===== src/ptmb_pkg.sv =====
// Shared types and constants for the page table map builder.
package ptmb_pkg;

   localparam int TABLE_SLOTS       = 64;
   localparam int ENTRIES_PER_TABLE = 512;
   localparam int SLOT_W            = $clog2(TABLE_SLOTS);
   localparam int SLOTS_CNT_W       = $clog2(TABLE_SLOTS + 1);
   localparam int IDX_W             = 9;
   localparam int ADDR_W            = SLOT_W + IDX_W;
   localparam int ENTRY_W           = 64 + SLOT_W;
   localparam int PA_W              = 52;
   localparam int VA_W              = 48;

   localparam logic [1:0] LVL_PML4 = 2'd0;
   localparam logic [1:0] LVL_PDPT = 2'd1;
   localparam logic [1:0] LVL_PD   = 2'd2;
   localparam logic [1:0] LVL_PT   = 2'd3;

   localparam logic [63:0] FLAGS_LINK  = 64'h3;
   localparam logic [63:0] FLAGS_LEAF  = 64'h3;
   localparam logic [63:0] FLAGS_LARGE = 64'h83;

   localparam logic [4:0] CSR_ROOT_ADDR  = 5'd0;
   localparam logic [4:0] CSR_POOL_BASE  = 5'd8;
   localparam logic [4:0] CSR_POOL_BYTES = 5'd16;
   localparam logic [31:0] POOL_BYTES_RST = 32'd262144;

   typedef enum logic [1:0] {
      FN_MAP_4K = 2'd0,
      FN_MAP_2M = 2'd1,
      FN_READ   = 2'd2,
      FN_NOP    = 2'd3
   } func_type;

   typedef enum logic [1:0] {
      ST_OK    = 2'd0,
      ST_NOMEM = 2'd1,
      ST_LARGE = 2'd2
   } status_type;

   typedef enum logic [3:0] {
      S_INIT_CLR,
      S_IDLE,
      S_PAGE,
      S_LOOKUP,
      S_EVAL,
      S_ALIGN,
      S_ACHK,
      S_LINK,
      S_CLEAR,
      S_LEAF,
      S_RDISSUE,
      S_DONE
   } state_type;

   typedef struct packed {
      logic load;
      logic lookup;
      logic descend;
      logic align;
      logic commit;
      logic link_wr;
      logic clr_wr;
      logic leaf_wr;
      logic page_next;
      logic set_nomem;
      logic set_large;
      logic rd_word;
      logic rsp_load;
   } cmd_type;

   typedef struct packed {
      func_type func;
      logic     present;
      logic     bad;
      logic     alloc_fail;
      logic     clr_last;
      logic     pages_left;
      logic     next_is_leaf;
      logic     at_leaf;
   } sts_type;

endpackage


===== src/ptmb_ctrl.sv =====
// Controller state machine of the page table map builder.
module ptmb_ctrl (
   input  logic              clock,
   input  logic              reset,
   input  logic              req_valid,
   output logic              req_stall,
   output logic              rsp_valid,
   input  logic              rsp_stall,
   output ptmb_pkg::cmd_type cmd,
   input  ptmb_pkg::sts_type sts
);
   import ptmb_pkg::*;

   state_type state_ff, state_in;
   logic      rsp_valid_ff, rsp_valid_in;
   logic      out_free;

   assign out_free  = !rsp_valid_ff || !rsp_stall;
   assign req_stall = (state_ff != S_IDLE);
   assign rsp_valid = rsp_valid_ff;

   always_comb begin
      state_in = state_ff;
      case (state_ff)
         S_INIT_CLR: if (sts.clr_last) state_in = S_IDLE;
         S_IDLE: begin
            if (req_valid) state_in = S_PAGE;
         end
         S_PAGE: begin
            case (sts.func)
               FN_MAP_4K, FN_MAP_2M: state_in = sts.pages_left ? S_LOOKUP : S_DONE;
               FN_READ:              state_in = S_RDISSUE;
               default:              state_in = S_DONE;
            endcase
         end
         S_LOOKUP: state_in = S_EVAL;
         S_EVAL: begin
            if (!sts.present) state_in = S_ALIGN;
            else if (sts.bad) state_in = S_DONE;
            else state_in = sts.next_is_leaf ? S_LEAF : S_LOOKUP;
         end
         S_ALIGN: state_in = S_ACHK;
         S_ACHK:  state_in = sts.alloc_fail ? S_DONE : S_LINK;
         S_LINK:  state_in = S_CLEAR;
         S_CLEAR: begin
            if (sts.clr_last) state_in = sts.at_leaf ? S_LEAF : S_LOOKUP;
         end
         S_LEAF:    state_in = S_PAGE;
         S_RDISSUE: state_in = S_DONE;
         S_DONE: begin
            if (out_free) state_in = S_IDLE;
         end
         default: state_in = S_IDLE;
      endcase
   end

   always_comb begin
      cmd = '0;
      case (state_ff)
         S_INIT_CLR: cmd.clr_wr = 1'b1;
         S_IDLE:     cmd.load = req_valid;
         S_LOOKUP:   cmd.lookup = 1'b1;
         S_EVAL: begin
            cmd.set_large = sts.present && sts.bad;
            cmd.descend   = sts.present && !sts.bad;
         end
         S_ALIGN: cmd.align = 1'b1;
         S_ACHK: begin
            cmd.set_nomem = sts.alloc_fail;
            cmd.commit    = !sts.alloc_fail;
         end
         S_LINK:    cmd.link_wr = 1'b1;
         S_CLEAR:   cmd.clr_wr = 1'b1;
         S_LEAF: begin
            cmd.leaf_wr   = 1'b1;
            cmd.page_next = 1'b1;
         end
         S_RDISSUE: cmd.rd_word = 1'b1;
         S_DONE:    cmd.rsp_load = out_free;
         default:   cmd = '0;
      endcase
   end

   // hold the result until the transfer completes
   always_comb begin
      rsp_valid_in = rsp_valid_ff && rsp_stall;
      if (cmd.rsp_load) rsp_valid_in = 1'b1;
   end

   always_ff @(posedge clock) begin
      if (reset) begin
         state_ff     <= S_INIT_CLR;
         rsp_valid_ff <= 1'b0;
      end else begin
         state_ff     <= state_in;
         rsp_valid_ff <= rsp_valid_in;
      end
   end

endmodule

===== config.mk =====
export PLATFORM = sky130hd
export DESIGN_NAME = ptmb_ctrl
export DESIGN_NICKNAME = d
export VERILOG_FILES = /design/src/ptmb_pkg.sv /design/src/ptmb_ctrl.sv
export SDC_FILE = /design/constraint.sdc
export NUM_CORES = 1
export LEC_CHECK = 0
export ABC_AREA = 1
export BUFFER_PORTS_ARGS = -buffer_cell sky130_fd_sc_hd__buf_4
export CAP_MARGIN = 30
export CORE_AREA = 3 3 40 42
export CTS_CLUSTER_DIAMETER = 40
export CTS_CLUSTER_SIZE = 25
export DETAILED_ROUTE_END_ITERATION = 8
export DIE_AREA = 0 0 43 45
export PLACE_DENSITY = 0.75
export SLEW_MARGIN = 10
export SYNTH_ARGS = -nofsm -noshare
export SYNTH_HDL_FRONTEND = slang
export SYNTH_SLANG_ARGS = --single-unit
export TNS_END_PERCENT = 10

===== constraint.sdc =====
create_clock -name clock -period 2.4 [get_ports clock]
set_input_delay 0.48 -clock clock [delete_from_list [all_inputs] [get_ports clock]]
set_output_delay 0.48 -clock clock [all_outputs]
set_load 0.02 [all_outputs]

# Yosys cells after proc, flatten, opt, wreduce, memory -nomap -nowiden
# Cells that the tools add are included.
[totals]
in_bits = 13
output_inout_bits = 15
ff_bits = 5
word_cells = 58
[classes]
muxes = 25
n_reduce_logical = 13
eq_ne = 18
[ops]
columns = ["op", "n"]
rows = [
  ["4-bit case mux with 12 select lines", 1],
  ["4-bit two-way mux", 10],
  ["4-bit by 3-bit == test with 1-bit output (second input constant)", 4],
  ["4-bit == test (second input constant)", 4],
  ["1-bit two-way mux", 12],
  ["4-bit by 2-bit == test with 1-bit output (second input constant)", 2],
  ["2-bit inequality test (second input constant)", 4],
  ["4-bit case mux with 2 select lines", 1],
  ["4-bit by 1-bit == test with 1-bit output (second input constant)", 1],
  ["1-bit zero test", 4],
  ["4-bit zero test", 1],
  ["4-bit by 1-bit inequality test with 1-bit output (second input constant)", 1],
  ["4-bit AND reduction", 1],
  ["2-bit OR reduction", 2],
  ["1-bit logical AND", 3],
  ["2-bit by 1-bit == test with 1-bit output (second input constant)", 1],
  ["2-bit == test (second input constant)", 1],
  ["2-bit zero test", 1],
  ["2-bit two-way mux", 1],
  ["1-bit logical OR", 1],
]

# Longest topological paths before layout
# Gate-level depths: netlist of run 1.
[logic_depth]
ltp_word = 4
ltp_mapped = 9
depth_no_buf = 9

# Worst setup path before layout of run 1
# OpenSTA, ideal clock, no wires.
[synth_path]
path_kind = "register -> output"
startpoint = "reg state_ff[2]"
endpoint = "out cmd[10] (netlist bit)"
arrival_ns = 1.110
stages_incl_launch_ff = 7
setup_slack_ns = 0.810
required_time_ns = 1.920
path_buffers = 0
cell_sequence = "dfxtp_1 -> inv_2 -> nor2_2 -> nand2_2 -> nor2_2 -> inv_1 -> nor2_1"
[synth_rtl]
columns = ["element", "line", "text"]
rows = [
  ["start, declared", "ptmb_ctrl.sv:14", "state_type state_ff, state_in;"],
  ["start signal, assigned", "ptmb_ctrl.sv:95", "state_ff <= state_in;"],
  ["end, declared", "ptmb_ctrl.sv:9", "output ptmb_pkg::cmd_type cmd,"],
]

==> flow_summary_export.csv, run 1 <==
group,metric,value,unit
outcome,status,"completed",
synthesis,postSynthAreaPerCell,5.23,um^2
clock_network,clockRootBuffer,"sky130_fd_sc_hd__clkbuf_4",
final_layout,drive_above_1_share,33.6,%
critical_path,crit_chain,"inv_2 > nor2_2 > nand2_2 > nor2_2 > inv_1 > nor2_1 > buf_4",
clock_network,cts.sinks,5,
final_layout,multiInputGateArea,292,um^2
power,switching_share,42.0,%
synthesis,synthesis.area,497,um^2
sta,timing.final.setup_violations,0,
power,leakage,0.454,nW
drt,drt-wirelength-per-cell,8.61,um
clock_network,cts.repair.resized,0,
power,internal_power,0.000237,W
clock_network,clk_latency,0.24,ns
synthesis,post_synth_inst_count,95,
synthesis,flops_latches_synth,5,
power,comb_power_share,50.0,%
power,pwr-share-clk,23.1,%
drt,drt_iter0_markers,4,
critical_path,path_common_cell,"sky130_fd_sc_hd__nor2_2",
synthesis,synth_sequential_area_ratio,20.2,%
synthesis,yosys_warnings,0,
placed_design,place_congestion,0.844,
hold_path,holdCritPathClass,"input port to flip-flop",
clock_network,post-cts-setup-buffers,0,
floorplanning,core-area,0.00128,mm^2
placed_design,post-dp-hpwl,1050,um
grt,globalRoute.totalOverflow,0,
grt,grt_start_max_net_pins,8,
drt,route.detailed.vias_per_inst,4.43,
clock_network,cts_hold_repair.buffers,0,
synthesis,synth_top_cells_by_area,"sky130_fd_sc_hd__dfxtp_1 20%, sky130_fd_sc_hd__nand2_1 17%, sky130_fd_sc_hd__inv_1 16%",
floorplanning,die-width,43,um
run,max_cap_viol_count,0,
clock_network,cts_tree,"yes",
drt,via_count,620,
final_layout,layout_common_cells,"27 x sky130_fd_sc_hd__buf_4, 22 x sky130_fd_sc_hd__nand2_1, 21 x sky130_fd_sc_hd__inv_1",
sta,max_slew_margin,80.7,%
final_layout,fillers,142,
floorplanning,die_h,45,um
critical_path,worstSetupStartpointType,"flip-flop",
power,post-layout-total-power,0.000409,W
drt,final_antenna_net_count,0,
final_layout,antenna-diode-count,0,
final_layout,areaGrowthSynthToFinish,48.4,%
synthesis,synth_top_area_share,20.2,%
sta,final_min_period_over_clock_period,78.1,%
placed_design,dp.cells,136,
final_layout,layout_nets,139,
critical_path,endpoint_class_of_the_critical_path,"primary output",
floorplanning,ios,28,
final_layout,layout.cells.non_filler,140,
grt,grt_antenna_before_repair,0,
critical_path,cp.arrival,1.39,ns
clock_network,cts_buffers,3,
critical_path,crit_path_max_fanout,6,
clock_network,clock_pin_slew_reported_for_the_worst_setup_and_hold_paths_after_clock_tree_synthesis,0.04,ns
synthesis,synth.distinct_cells,18,
floorplanning,area_of_the_die,0.00194,mm^2
synthesis,synthesized_netlist_net_count,108,
sta,report.final.hold_viol_count,0,
power,seq_pwr_share,26.9,%
critical_path,max_stage_delay,0.39,ns
sta,maxSlewViolCount,0,
sta,finalSetupTns,0,ns
synthesis,synth_top_cell_by_area,"sky130_fd_sc_hd__dfxtp_1",
sta,grt_setup_unrepaired,"no",
sta,worstMarginPinSlew,0.288,ns
sta,min_period,1.87,ns
floorplanning,row_count,13,
drt,finalWirelength,1210,um
sta,holdWs,0.446,ns
grt,track_usage,14.7,%
sta,clock-skew-final,0.00302,ns
critical_path,required_time_of_the_critical_path,1.92,ns
final_layout,layout.area.seq,100,um^2
final_layout,layout_commonest_cell,"sky130_fd_sc_hd__buf_4",
drt,drtPass1Iterations,4,
placed_design,portBuffers,27,
sta,max_freq,533,MHz
critical_path,crit_type,"flip-flop to primary output",
grt,first_global_vias,573,
power,cellPowerDensity,555,mW/mm^2
clock_network,cts_buffer_depth,2,
grt,grt_first_pass_wirelength,2150,um
floorplanning,floorplan.initialDensity,38.7,%
power,vdd.ir_drop.worst,0.000362,V
drt,drc_errors,0,
critical_path,cpMaxStageDelayCell,"sky130_fd_sc_hd__dfxtp_1",
power,p_sw,0.000172,W
clock_network,cts.htree.levels,1,
## through the flow
stage	setup slack (ns)	util, %	instance area [um^2]
after floorplan	0.810	-	497
after global placement	0.828	55.3	711
after detailed placement	0.774	55.3	711
after CTS	0.510	57.4	737
after global routing	0.356	57.4	737
final	0.525	57.4	737
## power groups by stage
stage               clock network (W)  registers, W  logic [W]
floorplan                           0      0.000109   0.000138
global placement                    0      0.000111   0.000206
detailed placement                  0      0.000111   0.000206
CTS                          0.000100      0.000110   0.000207
global route                 0.000109      0.000112   0.000234
finish                      0.0000945      0.000110   0.000205
## metal layers
layer / GRT usage, % / wire, um / vias up
met5: 0 / 0 / -
met1: 17.7 / 573 / 259
met4: 9.04 / 9 / 0
met3: 2.79 / 69 / 2
met2: 24.3 / 553 / 14
li1: - / - / 345
## flip-flops by register name, summed over array words and instances (netlist names)
register,count
rsp_valid,1
state_ff,4
## cell usage after synthesis
cell	instances
sky130_fd_sc_hd__o211ai_1	1
sky130_fd_sc_hd__nor2_4	1
sky130_fd_sc_hd__a41oi_1	1
sky130_fd_sc_hd__nand2_2	2
sky130_fd_sc_hd__a21oi_1	3
sky130_fd_sc_hd__nand3_1	7
sky130_fd_sc_hd__nand3b_1	1
sky130_fd_sc_hd__nor2_1	17
sky130_fd_sc_hd__inv_1	21
sky130_fd_sc_hd__nand2_1	22
sky130_fd_sc_hd__dfxtp_1	5
sky130_fd_sc_hd__o21ai_1	1
sky130_fd_sc_hd__nand4_1	1
sky130_fd_sc_hd__buf_4	1
sky130_fd_sc_hd__o22ai_1	1
sky130_fd_sc_hd__o21ai_0	1
sky130_fd_sc_hd__nor2_2	4
sky130_fd_sc_hd__inv_2	5
## path summary, 6_finish.rpt
kind | start | end | slack, ns | depth (start not counted)
worst min-delay path | reset | state_ff[3] | 0.45 | 2
worst min register to register | rsp_valid | rsp_valid | 0.57 | 2
worst max register to register | state_ff[3] | state_ff[1] | 1.15 | 7
worst max-delay path | state_ff[2] | cmd[2] | 0.53 | 7
## cell families after synthesis
group / synth area share (%)
compound gates: 9.57
buf+inv: 21.2
flops: 20.2
simple gates: 49.1
## layout make-up
cell class / count / share of cell area, %
Sequential cell: 5 / 13.6
Clock buffer: 4 / 3.57
Timing Repair Buffer: 27 / 27.5
Inverter: 26 / 13.2
Tap cell: 15 / 2.55
Multi-Input combinational cell: 63 / 39.6
## worst max-delay path: cells and delay by family, from the launching register on
kind	cells	cell delay [ns]
and+or+nand+nor	4	0.49
DFF	1	0.39
buffers and inverters	3	0.28
Power figures use the tool's default switching activity.
==> run 2, diff against run 1 <==
Settings changed: CORE_AREA 3 3 40 42 to unset, CORE_MARGIN set to 3, CORE_UTILIZATION set to 37, DIE_AREA 0 0 43 45 to unset, PLACE_DENSITY 0.75 to 0.78.
Clock period 2.4 ns to 1.55 ns, I/O delays scaled along.
==> run 2 against run 1 <==
The run now ends with negative setup slack left; combinational power rose by 83%; worst hold slack got worse by 0.19 ns; routed wire length rose by 31%; sequential power rose by 74%; cell area rose by 12%; total power rose by 76%; register-to-register slack got worse by 0.91 ns; global-route usage rose by 2.8 points; first-iteration DRC count did not move; sequential cell count did not move; critical endpoint unchanged.
==> flow_summary_export.csv, run 2 (same netlist as run 1, synthesis figures left out) <==
group,metric,value,unit
placed_design,post-dp-hpwl,1150,um
outcome,failed_checks,"negative setup slack",
hold_path,holdCritPathClass,"input port to flip-flop",
clock_network,clockRootBuffer,"sky130_fd_sc_hd__clkbuf_4",
grt,global_route.usage.met2,32.9,%
drt,drtPass1Iterations,4,
power,vdd.ir_drop.worst,0.000604,V
sta,clock-skew-final,0.00254,ns
final_layout,antenna-diode-count,0,
sta,worstMarginPinSlew,0.221,ns
final_layout,largest_reg_flops,4,
final_layout,areaGrowthSynthToFinish,66.5,%
critical_path,endpoint_class_of_the_critical_path,"primary output",
critical_path,required_time_of_the_critical_path,1.24,ns
floorplanning,floorplan.initialDensity,41.9,%
final_layout,layout_nets,145,
placed_design,dp.cells,136,
critical_path,max_stage_delay,0.37,ns
run,max_cap_viol_count,0,
sta,timing.final.setup_violations,1,
drt,drt_iter0_markers,4,
critical_path,worstPathBufferInverterCount,2,
grt,grt_first_pass_wirelength,2490,um
power,post-layout-total-power,0.000721,W
clock_network,cts_hold_repair.buffers,0,
sta,max_freq,637,MHz
sta,final_min_period_over_clock_period,101,%
grt,grt_busiest_layer,"met2",
final_layout,layout.cells.non_filler,145,
floorplanning,core-area,0.00119,mm^2
sta,min_period,1.57,ns
placed_design,place_congestion,0.820,
sta,report.final.hold_viol_count,0,
drt,final_antenna_net_count,0,
grt,globalRoute.totalOverflow,0,
placed_design,portBuffers,27,
critical_path,cpMaxStageDelayCell,"sky130_fd_sc_hd__dfxtp_4",
sta,finalSetupTns,-0.0193,ns
clock_network,clk_latency,0.24,ns
floorplanning,ios,28,
grt,first_global_vias,649,
critical_path,worstSetupStartpointType,"flip-flop",
drt,route.detailed.vias_per_inst,4.73,
critical_path,crit_chain,"nor2_4 > nand2_2 > nor2_2 > inv_1 > nor2_1 > buf_4",
sta,holdWs,0.253,ns
floorplanning,row_count,12,
grt,grt_util_met3,3.00,%
grt,grt_antenna_before_repair,0,
final_layout,layout_commonest_cell,"sky130_fd_sc_hd__buf_4",
outcome,status,"finished with violations",
drt,via_count,686,
critical_path,crit_path_max_fanout,6,
sta,max_slew_margin,85.2,%
clock_network,cts.htree.levels,1,
final_layout,layout_common_cells,"32 x sky130_fd_sc_hd__buf_4, 22 x sky130_fd_sc_hd__nand2_1, 19 x sky130_fd_sc_hd__inv_1",
final_layout,fillers,106,
floorplanning,die-width,42.6,um
critical_path,crit_type,"flip-flop to primary output",
drt,drt-wirelength-per-cell,10.9,um
critical_path,cp.arrival,1.26,ns
clock_network,clock_pin_slew_reported_for_the_worst_setup_and_hold_paths_after_clock_tree_synthesis,0.05,ns
drt,drc_errors,0,
final_layout,final_core_utilization,69.7,%
clock_network,cts.sinks,5,
grt,met1_usage,19.2,%
final_layout,drive_above_1_share,44.3,%
clock_network,cts_buffers,3,
grt,grt_start_max_net_pins,8,
clock_network,cts_buffer_depth,2,
sta,fin_ws,-0.0193,ns
clock_network,cts_tree,"yes",
floorplanning,die_h,42.6,um
final_layout,top_register_by_number_of_flip_flops,"state_ff",
power,cellPowerDensity,872,mW/mm^2
sta,grt_setup_unrepaired,"yes",
power,leakage,0.490,nW
drt,finalWirelength,1580,um
sta,maxSlewViolCount,0,
grt,track_usage,17.5,%
floorplanning,area_of_the_die,0.00182,mm^2
critical_path,timing.critical_path.max_delay_family,"simple AND/OR/NAND/NOR gates",
==> run 2: cell count changes in the layout (fill, tap and decap cells not counted), sizes merged <==
cell | previous run | this run
buf | 27 | 33
==> run 2: power by group <==
part | internal, W | switching, W
Clock | 0.0000975 | 0.0000567
Combinational | 0.000157 | 0.000218
Sequential | 0.000154 | 0.0000375
Total | 0.000409 | 0.000312
==> run 2: metrics by stage <==
step           worst slack (ns)  instance area [um^2]
3_5_place_dp             0.0652                   717
3_3_place_gp              0.159                   717
5_1_grt                 -0.0851                   827
4_1_cts                 -0.0154                   786
6_report                -0.0193                   827
2_1_floorplan             0.130                   497
==> run 2: repair_timing <==
item / CTS / global route
setup endpoints to repair: 5 / 9
setup buffers: 3 / 2
pin swaps: 2 / 7
gates resized for setup: 8 / 11
hold endpoints to repair: 0 / 0
==> run 2: final cells by class <==
class	count	area (um^2)	area share, %
timing repair buffer	33	251	30.4
clock buffer	4	26.3	3.18
tap	14	17.5	2.12
sequential	5	115	13.9
inverter	26	100	12.1
multi-input combinational	63	317	38.3
==> run 2: routing by layer <==
layer  part of all wire, %  vias up
met1                    41      313
met2                    55       16
met5                     0        -
met4                     0        0
li1                      -      357
met3                   4.4        0
==> run 2: path summary, 6_finish.rpt <==
kind | slack [ns] | cells past startpoint | to | start
min | 0.25 | 2 | state_ff[3] | reset
max reg2reg | 0.24 | 8 | state_ff[1] | state_ff[1]
min reg2reg | 0.55 | 2 | state_ff[3] | state_ff[3]
max | -0.02 | 6 | cmd[2] | state_ff[3]
==> run 3, diff against run 2 <==
Settings changed: PLACE_DENSITY 0.78 to unset, PLACE_DENSITY_LB_ADDON set to 0.2, RECOVER_POWER set to 50, SKIP_LAST_GASP set to 1.
==> run 3 against run 2 <==
The run still ends with negative setup slack left; routed wire length is 10% lower; total power is 4.6% lower; clock power is 4% lower; critical endpoint is now cmd[10]; critical path depth is 1 higher; register-to-register slack better by 0.03 ns; first-iteration DRC count grew to 2.8 times the previous value; maximum frequency is 2.3% lower; count of clock-buffer cells in the layout stayed put; cell area is 3.9% lower; setup slack worse by 0.037 ns; critical path type unchanged.
==> flow_summary_export.csv, run 3 (same netlist as run 1, synthesis figures left out) <==
group,metric,value,unit
outcome,status,"finished with violations",
outcome,failed_checks,"negative setup slack",
floorplanning,die_h,42.6,um
placed_design,portBuffers,27,
drt,drt-wirelength-per-cell,9.92,um
final_layout,fillers,116,
critical_path,cpMaxStageDelayCell,"sky130_fd_sc_hd__dfxtp_4",
grt,global_route.usage.met2,23.7,%
critical_path,max_stage_delay,0.36,ns
critical_path,endpoint_class_of_the_critical_path,"primary output",
power,leakage,0.471,nW
final_layout,areaGrowthSynthToFinish,59.9,%
critical_path,required_time_of_the_critical_path,1.24,ns
clock_network,cts.sinks,5,
critical_path,crit_type,"flip-flop to primary output",
grt,globalRoute.totalOverflow,0,
power,cellPowerDensity,866,mW/mm^2
power,vdd.ir_drop.worst,0.000759,V
critical_path,timing.critical_path.max_delay_family,"simple AND/OR/NAND/NOR gates",
placed_design,place_congestion,0.871,
grt,grt_antenna_before_repair,0,
grt,grt_busiest_layer,"met2",
sta,timing.final.setup_violations,2,
sta,final_min_period_over_clock_period,104,%
final_layout,final_core_utilization,67.0,%
sta,fin_ws,-0.0559,ns
drt,drtPass1Iterations,4,
critical_path,crit_chain,"inv_4 > nor2_4 > nand2_2 > nor2_4 > inv_2 > nor2_2 > buf_6",
final_layout,largest_reg_flops,4,
clock_network,clock_pin_slew_reported_for_the_worst_setup_and_hold_paths_after_clock_tree_synthesis,0.04,ns
final_layout,drive_above_1_share,40.3,%
final_layout,antenna-diode-count,0,
final_layout,layout_nets,143,
placed_design,dp.cells,136,
grt,grt_first_pass_wirelength,2250,um
clock_network,cts_buffers,3,
drt,finalWirelength,1420,um
clock_network,cts.htree.levels,1,
placed_design,post-dp-hpwl,1170,um
grt,first_global_vias,578,
grt,track_usage,15.6,%
final_layout,top_register_by_number_of_flip_flops,"state_ff",
floorplanning,die-width,42.6,um
clock_network,clk_latency,0.24,ns
sta,min_period,1.61,ns
sta,max_slew_margin,83.6,%
drt,drc_errors,0,
sta,grt_setup_unrepaired,"yes",
critical_path,worstPathBufferInverterCount,3,
sta,worstMarginPinSlew,0.247,ns
clock_network,clockRootBuffer,"sky130_fd_sc_hd__clkbuf_4",
clock_network,cts_tree,"yes",
sta,finalSetupTns,-0.102,ns
drt,final_antenna_net_count,0,
drt,via_count,666,
floorplanning,core-area,0.00119,mm^2
critical_path,cp.arrival,1.30,ns
drt,drt_iter0_markers,11,
placed_design,dp_slack,0.0978,ns
final_layout,layout_common_cells,"29 x sky130_fd_sc_hd__buf_4, 22 x sky130_fd_sc_hd__nand2_1, 19 x sky130_fd_sc_hd__inv_1",
sta,maxSlewViolCount,0,
grt,grt_util_met3,4.72,%
hold_path,holdCritPathClass,"input port to flip-flop",
critical_path,worstSetupStartpointType,"flip-flop",
grt,met1_usage,20.8,%
final_layout,layout.cells.non_filler,143,
grt,grt_start_max_net_pins,8,
drt,route.detailed.vias_per_inst,4.66,
sta,clock-skew-final,0.00236,ns
run,max_cap_viol_count,0,
final_layout,layout_commonest_cell,"sky130_fd_sc_hd__buf_4",
floorplanning,row_count,12,
power,post-layout-total-power,0.000688,W
floorplanning,floorplan.initialDensity,41.9,%
sta,report.final.hold_viol_count,0,
critical_path,path_common_cell,"sky130_fd_sc_hd__nor2_4",
critical_path,crit_path_max_fanout,6,
floorplanning,ios,28,
clock_network,cts_buffer_depth,2,
sta,max_freq,623,MHz
floorplanning,area_of_the_die,0.00182,mm^2
## run 3: through the flow
step           hold slack, ns  cell area, um^2
4_1_cts                 0.268              751
2_1_floorplan           0.379              497
3_3_place_gp            0.519              717
6_report                0.274              795
5_1_grt                 0.268              795
3_5_place_dp            0.521              717
## run 3: layout make-up
type | instances | area, um^2 | share of cell area, %
Sequential cell | 5 | 106 | 13.4
Inverter | 26 | 100 | 12.6
Clock buffer | 4 | 26.3 | 3.31
Tap cell | 14 | 17.5 | 2.20
Timing Repair Buffer | 31 | 233 | 29.3
Multi-Input combinational cell | 63 | 312 | 39.2
## run 3: metal layers
metal / up-vias / wire [um]
met1: 286 / 617
li1: 355 / -
met2: 23 / 681
met5: - / 0
met4: 0 / 10
met3: 2 / 110
## run 3: worst paths after layout
kind	from	to	slack (ns)	depth (start not counted)
setup reg to reg	state_ff[1]	state_ff[1]	0.27	8
setup / recovery	state_ff[2]	cmd[10]	-0.06	7
hold / removal	reset	state_ff[3]	0.27	2
hold reg to reg	rsp_valid	rsp_valid	0.57	2
## run 3: power breakdown
group,total (W),internal (W),switching [W]
Sequential,0.000181,0.000149,0.0000322
Combinational,0.000359,0.000147,0.000212
Clock,0.000148,0.0000971,0.0000506
## run 3: timing repair
action | CTS | global route
buffers inserted | 0 | 3
endpoints found under the setup margin | 4 | 7
hold buffers | 0 | 0
pin swaps | 0 | 4
gates resized for setup | 3 | 10
